`src/rtl/session_table_lru_defines.svh`:
```
// Assertion macros for the session table.
// Included by files that carry concurrent assertions; no other dependencies.
`ifndef SESSION_TABLE_LRU_DEFINES_SVH
`define SESSION_TABLE_LRU_DEFINES_SVH

`ifndef NO_ASSERTIONS
// same-cycle implication
`define STL_ASSERT_IMPLY(label, clk, rst, ante, cons, msg) \
   label: assert property (@(posedge clk) disable iff (rst) (ante) |-> (cons)) \
      else $error(msg);
// next-cycle implication
`define STL_ASSERT_NEXT(label, clk, rst, ante, cons, msg) \
   label: assert property (@(posedge clk) disable iff (rst) (ante) |=> (cons)) \
      else $error(msg);
`else
`define STL_ASSERT_IMPLY(label, clk, rst, ante, cons, msg)
`define STL_ASSERT_NEXT(label, clk, rst, ante, cons, msg)
`endif

`endif

```
`src/rtl/stl_pkg.sv`:
```
// Shared constants, request modes, register indexes and store structs
// for the session table. No dependencies.
package stl_pkg;

   localparam int NUM_ENTRIES = 64;
   localparam int ADDR_BITS   = 48;
   localparam int IDX_W       = $clog2(NUM_ENTRIES);
   localparam int CNT_W       = $clog2(NUM_ENTRIES + 1);

   // item field widths
   localparam int MODE_W = 3;
   localparam int PEER_W = 48;
   localparam int SID_W  = 32;
   localparam int SEL_W  = 6;
   localparam int TIME_W = 64;
   localparam int ACT_W  = 7;

   // request modes
   localparam logic [MODE_W-1:0] MODE_ALLOC     = 3'd0;
   localparam logic [MODE_W-1:0] MODE_FIND_ADDR = 3'd1;
   localparam logic [MODE_W-1:0] MODE_FIND_IDX  = 3'd2;
   localparam logic [MODE_W-1:0] MODE_TOUCH     = 3'd3;
   localparam logic [MODE_W-1:0] MODE_FREE      = 3'd4;

   // configuration registers
   localparam int CSR_IDX_W  = 1;
   localparam int CSR_DATA_W = 7;
   localparam logic [CSR_IDX_W-1:0] CSR_SLOTS_IN_USE = 1'd0;
   localparam logic [CSR_IDX_W-1:0] CSR_FULL_ACTION  = 1'd1;
   localparam logic [CSR_DATA_W-1:0] SLOTS_RESET = 7'd64;

   // full table behavior
   localparam logic FULL_REJECT = 1'b0;
   localparam logic FULL_EVICT  = 1'b1;

   // write request into the slot store
   typedef struct packed {
      logic                 alloc_en;
      logic                 touch_en;
      logic                 free_en;
      logic [IDX_W-1:0]     idx;
      logic [ADDR_BITS-1:0] addr;
      logic [SID_W-1:0]     sess;
      logic [TIME_W-1:0]    stamp;
   } store_wr_type;

   // registered read data of one slot
   typedef struct packed {
      logic                 active;
      logic [ADDR_BITS-1:0] addr;
      logic [SID_W-1:0]     sess;
      logic [TIME_W-1:0]    stamp;
   } store_rd_type;

endpackage

```
`src/rtl/stl_channels.sv`:
```
// Request and response channel interfaces of the session table.
// Depends on stl_pkg for the field widths.
interface stl_req_if;
   logic                         valid;
   logic                         ready;
   logic [stl_pkg::MODE_W-1:0]   mode;
   logic [stl_pkg::PEER_W-1:0]   peer_address;
   logic [stl_pkg::SID_W-1:0]    new_session_id;
   logic [stl_pkg::SEL_W-1:0]    slot_select;
   logic [stl_pkg::TIME_W-1:0]   now_time;

   modport source (output valid, mode, peer_address, new_session_id, slot_select, now_time,
                   input ready);
   modport sink   (input valid, mode, peer_address, new_session_id, slot_select, now_time,
                   output ready);
endinterface

interface stl_rsp_if;
   logic                         valid;
   logic                         ready;
   logic                         hit;
   logic [stl_pkg::SEL_W-1:0]    slot_index;
   logic                         was_evicted;
   logic [stl_pkg::SID_W-1:0]    entry_session_id;
   logic [stl_pkg::ACT_W-1:0]    active_entries;

   modport source (output valid, hit, slot_index, was_evicted, entry_session_id,
                   active_entries, input ready);
   modport sink   (input valid, hit, slot_index, was_evicted, entry_session_id,
                   active_entries, output ready);
endinterface

```
`src/rtl/stl_seq.sv`:
```
// Request sequencer: scans slots through the store, one read per cycle,
// picks the match or LRU victim, writes back and holds the response item.
// Depends on stl_pkg (including the store read/write structs) and stl_channels.
module stl_seq (
   input  logic                            clock,
   input  logic                            reset,
   stl_req_if.sink                         req_chan,
   stl_rsp_if.source                       rsp_chan,
   input  logic [stl_pkg::CSR_DATA_W-1:0]  slots_in_use,
   input  logic                            full_action,
   output logic                            rd_en,
   output logic [stl_pkg::IDX_W-1:0]       rd_idx,
   input  stl_pkg::store_rd_type           rd_data,
   output stl_pkg::store_wr_type           wr
);

   localparam logic [1:0] ST_IDLE = 2'd0;
   localparam logic [1:0] ST_SCAN = 2'd1;
   localparam logic [1:0] ST_DONE = 2'd2;

   localparam logic [stl_pkg::CNT_W-1:0] CNT_MAX = stl_pkg::CNT_W'(stl_pkg::NUM_ENTRIES);

   logic [1:0]                     state_ff, state_in;
   logic [stl_pkg::MODE_W-1:0]     mode_ff, mode_in;
   logic [stl_pkg::ADDR_BITS-1:0]  addr_ff, addr_in;
   logic [stl_pkg::SID_W-1:0]      sid_ff, sid_in;
   logic [stl_pkg::TIME_W-1:0]     now_ff, now_in;
   logic [stl_pkg::CNT_W-1:0]      cnt_ff, cnt_in;
   logic [stl_pkg::CNT_W-1:0]      end_ff, end_in;
   logic                           lru_ff, lru_in;
   logic                           pend_ff, pend_in;
   logic [stl_pkg::IDX_W-1:0]      pend_idx_ff, pend_idx_in;
   logic                           found_ff, found_in;
   logic [stl_pkg::IDX_W-1:0]      best_idx_ff, best_idx_in;
   logic [stl_pkg::TIME_W-1:0]     best_time_ff, best_time_in;
   logic [stl_pkg::SID_W-1:0]      sess_ff, sess_in;
   logic [stl_pkg::ACT_W-1:0]      total_ff, total_in;

   logic                           rsp_valid_ff, rsp_valid_in;
   logic                           rsp_hit_ff, rsp_hit_in;
   logic [stl_pkg::SEL_W-1:0]      rsp_idx_ff, rsp_idx_in;
   logic                           rsp_evict_ff, rsp_evict_in;
   logic [stl_pkg::SID_W-1:0]      rsp_sess_ff, rsp_sess_in;
   logic [stl_pkg::ACT_W-1:0]      rsp_total_ff, rsp_total_in;

   logic                           accept;
   logic                           issue;
   logic                           halted;
   logic                           take;
   logic                           done_go;
   logic [stl_pkg::CNT_W-1:0]      lim;
   logic [stl_pkg::CNT_W-1:0]      sel_ext;
   logic [stl_pkg::CNT_W-1:0]      start_cnt;
   logic [stl_pkg::CNT_W-1:0]      stop_cnt;
   logic                           start_lru;
   logic [stl_pkg::SID_W-1:0]      take_sess;

   // handshake and slot limit clamped to 1..NUM_ENTRIES
   assign req_chan.ready = (state_ff == ST_IDLE);
   assign accept  = req_chan.valid && req_chan.ready;
   assign lim     = (slots_in_use == '0) ? stl_pkg::CNT_W'(1) :
                    (slots_in_use > CNT_MAX) ? CNT_MAX : slots_in_use;
   assign sel_ext = stl_pkg::CNT_W'(req_chan.slot_select);

   // scan range for the new item; an empty range is a miss
   always_comb begin
      start_cnt = '0;
      stop_cnt  = '0;
      start_lru = 1'b0;
      case (req_chan.mode)
         stl_pkg::MODE_ALLOC: begin
            if (total_ff < lim) begin
               stop_cnt = lim;
            end else if (full_action == stl_pkg::FULL_EVICT) begin
               stop_cnt  = lim;
               start_lru = 1'b1;
            end
         end
         stl_pkg::MODE_FIND_ADDR: begin
            stop_cnt = lim;
         end
         stl_pkg::MODE_FIND_IDX, stl_pkg::MODE_TOUCH, stl_pkg::MODE_FREE: begin
            if (sel_ext < lim) begin
               start_cnt = sel_ext;
               stop_cnt  = sel_ext + stl_pkg::CNT_W'(1);
            end
         end
         default: begin
         end
      endcase
   end

   // first-match searches stop once found; the LRU search covers every slot up to the limit
   assign halted  = found_ff && !lru_ff;
   assign issue   = (state_ff == ST_SCAN) && (cnt_ff < end_ff) && !halted;
   assign rd_en   = issue;
   assign rd_idx  = cnt_ff[stl_pkg::IDX_W-1:0];
   assign done_go = (state_ff == ST_DONE) && (!rsp_valid_ff || rsp_chan.ready);

   // judge the slot whose read data arrives this cycle
   always_comb begin
      take      = 1'b0;
      take_sess = '0;
      if (pend_ff && !halted) begin
         case (mode_ff)
            stl_pkg::MODE_ALLOC: begin
               take      = lru_ff ? (rd_data.active &&
                                     (!found_ff || rd_data.stamp < best_time_ff))
                                  : !rd_data.active;
               take_sess = sid_ff;
            end
            stl_pkg::MODE_FIND_ADDR: begin
               take      = rd_data.active && (rd_data.addr == addr_ff);
               take_sess = rd_data.sess;
            end
            stl_pkg::MODE_FIND_IDX: begin
               take      = rd_data.active;
               take_sess = rd_data.sess;
            end
            stl_pkg::MODE_TOUCH: begin
               take      = 1'b1;
               take_sess = rd_data.active ? rd_data.sess : '0;
            end
            stl_pkg::MODE_FREE: begin
               take      = rd_data.active;
               take_sess = '0;
            end
            default: begin
            end
         endcase
      end
   end

   // sequencer next state
   always_comb begin
      state_in     = state_ff;
      mode_in      = mode_ff;
      addr_in      = addr_ff;
      sid_in       = sid_ff;
      now_in       = now_ff;
      cnt_in       = cnt_ff;
      end_in       = end_ff;
      lru_in       = lru_ff;
      pend_in      = issue;
      pend_idx_in  = cnt_ff[stl_pkg::IDX_W-1:0];
      found_in     = found_ff;
      best_idx_in  = best_idx_ff;
      best_time_in = best_time_ff;
      sess_in      = sess_ff;
      case (state_ff)
         ST_IDLE: begin
            if (accept) begin
               state_in = ST_SCAN;
               mode_in  = req_chan.mode;
               addr_in  = req_chan.peer_address[stl_pkg::ADDR_BITS-1:0];
               sid_in   = req_chan.new_session_id;
               now_in   = req_chan.now_time;
               cnt_in   = start_cnt;
               end_in   = stop_cnt;
               lru_in   = start_lru;
               found_in = 1'b0;
               sess_in  = '0;
            end
         end
         ST_SCAN: begin
            if (issue) begin
               cnt_in = cnt_ff + stl_pkg::CNT_W'(1);
            end
            if (take) begin
               found_in     = 1'b1;
               best_idx_in  = pend_idx_ff;
               best_time_in = rd_data.stamp;
               sess_in      = take_sess;
            end
            if (!issue && !pend_ff) begin
               state_in = ST_DONE;
            end
         end
         ST_DONE: begin
            if (done_go) begin
               state_in = ST_IDLE;
            end
         end
         default: begin
            state_in = ST_IDLE;
         end
      endcase
   end

   // write-back of the finished item
   assign wr.alloc_en = done_go && found_ff && (mode_ff == stl_pkg::MODE_ALLOC);
   assign wr.touch_en = done_go && found_ff && (mode_ff == stl_pkg::MODE_TOUCH);
   assign wr.free_en  = done_go && found_ff && (mode_ff == stl_pkg::MODE_FREE);
   assign wr.idx      = best_idx_ff;
   assign wr.addr     = addr_ff;
   assign wr.sess     = sid_ff;
   assign wr.stamp    = now_ff;

   // active count: eviction reuses a slot, so only a fresh allocate counts up
   always_comb begin
      total_in = total_ff;
      if (wr.alloc_en && !lru_ff) begin
         total_in = total_ff + stl_pkg::ACT_W'(1);
      end else if (wr.free_en && (total_ff != '0)) begin
         total_in = total_ff - stl_pkg::ACT_W'(1);
      end
   end

   // response register
   always_comb begin
      rsp_valid_in = rsp_valid_ff && !rsp_chan.ready;
      rsp_hit_in   = rsp_hit_ff;
      rsp_idx_in   = rsp_idx_ff;
      rsp_evict_in = rsp_evict_ff;
      rsp_sess_in  = rsp_sess_ff;
      rsp_total_in = rsp_total_ff;
      if (done_go) begin
         rsp_valid_in = 1'b1;
         rsp_hit_in   = found_ff;
         rsp_idx_in   = found_ff ? best_idx_ff : '0;
         rsp_evict_in = found_ff && lru_ff;
         rsp_sess_in  = sess_ff;
         rsp_total_in = total_in;
      end
   end

   always_ff @(posedge clock) begin
      if (reset) begin
         state_ff     <= ST_IDLE;
         pend_ff      <= 1'b0;
         found_ff     <= 1'b0;
         total_ff     <= '0;
         rsp_valid_ff <= 1'b0;
      end else begin
         state_ff     <= state_in;
         pend_ff      <= pend_in;
         found_ff     <= found_in;
         total_ff     <= total_in;
         rsp_valid_ff <= rsp_valid_in;
      end
   end

   always_ff @(posedge clock) begin
      mode_ff      <= mode_in;
      addr_ff      <= addr_in;
      sid_ff       <= sid_in;
      now_ff       <= now_in;
      cnt_ff       <= cnt_in;
      end_ff       <= end_in;
      lru_ff       <= lru_in;
      pend_idx_ff  <= pend_idx_in;
      best_idx_ff  <= best_idx_in;
      best_time_ff <= best_time_in;
      sess_ff      <= sess_in;
      rsp_hit_ff   <= rsp_hit_in;
      rsp_idx_ff   <= rsp_idx_in;
      rsp_evict_ff <= rsp_evict_in;
      rsp_sess_ff  <= rsp_sess_in;
      rsp_total_ff <= rsp_total_in;
   end

   assign rsp_chan.valid            = rsp_valid_ff;
   assign rsp_chan.hit              = rsp_hit_ff;
   assign rsp_chan.slot_index       = rsp_idx_ff;
   assign rsp_chan.was_evicted      = rsp_evict_ff;
   assign rsp_chan.entry_session_id = rsp_sess_ff;
   assign rsp_chan.active_entries   = rsp_total_ff;

endmodule

```
`src/flat_wrapper.sv`:
```
// flat-port wrapper written by rule: the top's interface ports become plain ports
module stl_seq_flat 
  (clock, reset, slots_in_use, full_action, rd_en, rd_idx, rd_data, wr, req_chan_valid, req_chan_mode, req_chan_peer_address, req_chan_new_session_id, req_chan_slot_select, req_chan_now_time, req_chan_ready, rsp_chan_valid, rsp_chan_hit, rsp_chan_slot_index, rsp_chan_was_evicted, rsp_chan_entry_session_id, rsp_chan_active_entries, rsp_chan_ready);
  stl_req_if req_chan_i ();
  stl_rsp_if rsp_chan_i ();
  input  logic clock;
  input  logic reset;
  input  logic [stl_pkg::CSR_DATA_W-1:0] slots_in_use;
  input  logic full_action;
  output logic rd_en;
  output logic [stl_pkg::IDX_W-1:0] rd_idx;
  input  stl_pkg::store_rd_type rd_data;
  output stl_pkg::store_wr_type wr;
  input wire logic [$bits(req_chan_i.valid)-1:0] req_chan_valid;
  input wire logic [$bits(req_chan_i.mode)-1:0] req_chan_mode;
  input wire logic [$bits(req_chan_i.peer_address)-1:0] req_chan_peer_address;
  input wire logic [$bits(req_chan_i.new_session_id)-1:0] req_chan_new_session_id;
  input wire logic [$bits(req_chan_i.slot_select)-1:0] req_chan_slot_select;
  input wire logic [$bits(req_chan_i.now_time)-1:0] req_chan_now_time;
  output wire logic [$bits(req_chan_i.ready)-1:0] req_chan_ready;
  output wire logic [$bits(rsp_chan_i.valid)-1:0] rsp_chan_valid;
  output wire logic [$bits(rsp_chan_i.hit)-1:0] rsp_chan_hit;
  output wire logic [$bits(rsp_chan_i.slot_index)-1:0] rsp_chan_slot_index;
  output wire logic [$bits(rsp_chan_i.was_evicted)-1:0] rsp_chan_was_evicted;
  output wire logic [$bits(rsp_chan_i.entry_session_id)-1:0] rsp_chan_entry_session_id;
  output wire logic [$bits(rsp_chan_i.active_entries)-1:0] rsp_chan_active_entries;
  input wire logic [$bits(rsp_chan_i.ready)-1:0] rsp_chan_ready;
  assign req_chan_i.valid = req_chan_valid;
  assign req_chan_i.mode = req_chan_mode;
  assign req_chan_i.peer_address = req_chan_peer_address;
  assign req_chan_i.new_session_id = req_chan_new_session_id;
  assign req_chan_i.slot_select = req_chan_slot_select;
  assign req_chan_i.now_time = req_chan_now_time;
  assign req_chan_ready = req_chan_i.ready;
  assign rsp_chan_valid = rsp_chan_i.valid;
  assign rsp_chan_hit = rsp_chan_i.hit;
  assign rsp_chan_slot_index = rsp_chan_i.slot_index;
  assign rsp_chan_was_evicted = rsp_chan_i.was_evicted;
  assign rsp_chan_entry_session_id = rsp_chan_i.entry_session_id;
  assign rsp_chan_active_entries = rsp_chan_i.active_entries;
  assign rsp_chan_i.ready = rsp_chan_ready;
  stl_seq u_core (.clock(clock), .reset(reset), .req_chan(req_chan_i), .rsp_chan(rsp_chan_i), .slots_in_use(slots_in_use), .full_action(full_action), .rd_en(rd_en), .rd_idx(rd_idx), .rd_data(rd_data), .wr(wr));
endmodule
```
`config.mk`:
```
export PLATFORM = sky130hd
export DESIGN_NAME = stl_seq_flat
export DESIGN_NICKNAME = d
export VERILOG_FILES = /design/src/rtl/session_table_lru_defines.svh /design/src/rtl/stl_pkg.sv /design/src/rtl/stl_channels.sv /design/src/rtl/stl_seq.sv /design/src/flat_wrapper.sv
export SDC_FILE = /design/constraint.sdc
export NUM_CORES = 1
export LEC_CHECK = 0
export BUFFER_PORTS_ARGS = -buffer_cell sky130_fd_sc_hd__clkbuf_2
export CORE_AREA = 4 4 197 199
export DETAILED_ROUTE_END_ITERATION = 10
export DIE_AREA = 0 0 201 203
export SLEW_MARGIN = 40
export SYNTH_ARGS = -nofsm -noshare
export SYNTH_HDL_FRONTEND = slang
export SYNTH_SLANG_ARGS = --single-unit
export TNS_END_PERCENT = 100
```
`constraint.sdc`:
```
create_clock -name clock -period 13.25 [get_ports clock]
set_input_delay 0.6625 -clock clock [delete_from_list [all_inputs] [get_ports clock]]
set_output_delay 0.6625 -clock clock [all_outputs]
set_load 0.005 [all_outputs]
```
==> impl_metrics.ini <==
[cts]
cts_sinks = 329
post_cts_buffers = 0
root_buffer = clkbuf_16
clock_latency_ns = 0.55
cts.path.max_buffers = 3
ctsHoldBuffers = 0
cts_resized = 0
cts_buffers = 39
path_clk_slew_ns = 0.06
tritoncts = yes
htreeDepth = 2

[placed_design]
post-place-ws_ns = 9.206
place_hpwl_mm = 30.68
place_congestion = 0.8943
portBuffers = 518
postPlaceCellArea_sq_mm = 0.01691

[sta]
holdWs_ns = 0.2859
fmax_mhz = 285.9
final.setup.tns_ns = 0
relSlewSlack_pct = 46.52
rsz0062_at_grt = false
skew_ns = 0.02804
worstMarginPinSlew_ns = 0.8021
period_needed_ns = 3.498
fin_crit_sh_pct = 26.40
timing.final.ws_setup_ns = 9.752
drv_slew = 0
setup-violations-final = 0
hold_viol_final = 0

[grt]
grt_usage_pct = 18.46
grt_pass1_wl_mm = 58.28
antenna_found_initial = 1
grt_max_degree = 83
grt_overflow = 0
grt_pass1_vias = 9975

[logic_synthesis]
synthCells = 920
synth_edf_count = 311
ys.flop_type = edfxtp_1
synth_top_cell_area_share_pct = 68.28
ys_seq_area_share_pct = 70.92
synthArstFlopShare_pct = 0
ys_types = 57
avgSynthCellArea_sq_um = 14.87
yosys_warnings = 0
yosys.area.top_type = edfxtp_1
synth.area.top_cells = edfxtp_1, ha_1, dfxtp_1, inv_1, a22oi_1
synth_area_sq_mm = 0.01368
syn_nets = 1315
synth_seq_cells = 329

[critical_path]
required_ns = 13.46
r2r_slack_ns = 9.75
cp.arrival_ns = 3.71
worstPathMaxFanout = 70
rr_startpoint = u_core.best_time_ff[61]
worstSetupEndpointType = register
startpoint_type = register
path_class = reg -> reg
rr_worst_depth = 10
rr_endpoint = u_core.best_time_ff[63]

[cells_and_area]
drive_gt1_share_pct = 40.56
final_common_cell = clkbuf_2
area_delta_synth_final_pct = 32.23
final_core_util_pct = 48.59
final_area_sq_mm = 0.01808
nFillCells = 3361
nets = 1864
layout_common_cells = clkbuf_2, edfxtp_1, inv_1

[hold_path]
holdCritStartpoint = req_chan_now_time[57]
hold_depth = 1
worstHoldPathType = in -> reg
min_to = u_core.now_ff[57]

[job]
drv_cap = 0

[drt]
wl_per_cell_um = 19.84
viasPerCell = 4.815
drt_iter0_drc = 491
drtPass1Iterations = 5
drc = 0
ant_nets = 0
wl_mm = 39.06
vias = 9481

[floorplanning]
pin_count = 519
start_util_pct = 36.74
coreArea_sq_mm = 0.03722
die_w_um = 201
die_area_sq_mm = 0.04080
die_y_um = 203
rows = 71

[power_and_ir_drop]
irDropWorstVdd_mv = 0.1050
p_per_area_mw_per_mm2 = 138.6
power_leakage_nw = 7.858

[run_status]
status = completed
-- flip-flops by register name, summed over array words and instances, names as in the netlist, 32 cells and up --
signal and flops:
u_core.best_time_ff 64, u_core.now_ff 64, u_core.addr_ff 48, u_core.rsp_chan.entry_session_id 32, u_core.sess_ff 32, u_core.sid_ff 32
-- how the worst max path moves through the flow --
stage	start	endpoint	slack [ns]	cells after the start
2_1_floorplan	rd_data[61]	u_core.best_idx_ff[0]	7.65	9
3_3_place_gp	rd_data[115]	u_core.sess_ff[6]	9.04	9
3_5_place_dp	rd_data[61]	u_core.best_time_ff[43]	9.21	9
4_1_cts	u_core.best_time_ff[61]	u_core.best_time_ff[62]	9.59	9
5_1_grt	u_core.best_time_ff[63]	u_core.best_time_ff[55]	9.41	9
6_report	u_core.best_time_ff[61]	u_core.best_time_ff[63]	9.75	10
-- per-layer routing --
| metal | GRT usage, % | share of wire, % | vias up |
|---|---|---|---|
| met4 | 5.752 | 2.1 | 0 |
| met2 | 31.17 | 50 | 379 |
| met1 | 23.68 | 41 | 4515 |
| met5 | 0 | 0 | - |
| met3 | 4.472 | 7.3 | 56 |
| li1 | - | - | 4531 |
-- stage by stage --
step / cells / power (W)
2_1_floorplan: 920 / 0.001387
3_3_place_gp: 1900 / 0.001529
6_report: 1969 / 0.002507
3_5_place_dp: 1902 / 0.001538
5_1_grt: 1969 / 0.002618
4_1_cts: 1968 / 0.002545
-- area by class of cell --
class	count	area, sq um	area share (%)
sequential	329	9699	53.63
multi-input combinational	475	3553	19.65
timing repair buffer	526	2688	14.86
clock inverter	21	156.4	0.8648
clock buffer	45	1020	5.639
antenna	1	2.502	0.01384
inverter	98	372.9	2.062
tap	474	593.1	3.279
-- Yosys cell counts, types with 7 or more instances --
library cell / count
nor4_1: 9
a21o_1: 22
inv_1: 96
nand2_1: 29
a21oi_1: 33
nand4_1: 17
clkbuf_1: 12
xor2_1: 21
a22oi_1: 34
ha_1: 85
edfxtp_1: 311
o22ai_1: 7
dfxtp_1: 18
nand2b_1: 9
o21ai_0: 23
nand3_1: 21
xnor2_1: 29
nor2b_1: 8
nor2_1: 59
-- report_power, final --
part | internal (W) | total, W | switching [W] | leakage, nW
clock | 0.000573 | 0.000997 | 0.000424 | 0.581
combinational | 0.000109 | 0.000246 | 0.000138 | 4.19
sequential | 0.00122 | 0.00126 | 0.0000388 | 3.09
-- worst max-delay path, cell delays in order (launching register included) --
cell and delay [ns]:
edfxtp_1 0.32, inv_1 0.05, ha_1 0.28, nand4_1 0.14, nor4_1 0.59, nor4b_1 0.53
a21o_1 0.20, a21oi_1 0.06, a21boi_0 0.62, nor2_4 0.03, buf_6 0.31
-- cell families after synthesis --
logic type	after synthesis	share of synthesized area, %
mux	1	0.07319
simple gates	181	6.843
compound gates	157	7.721
fa+ha+maj	85	7.776
flops	329	70.92
buf+inv	116	3.348
xor+xnor	51	3.321
Power figures use the tool's default switching activity.
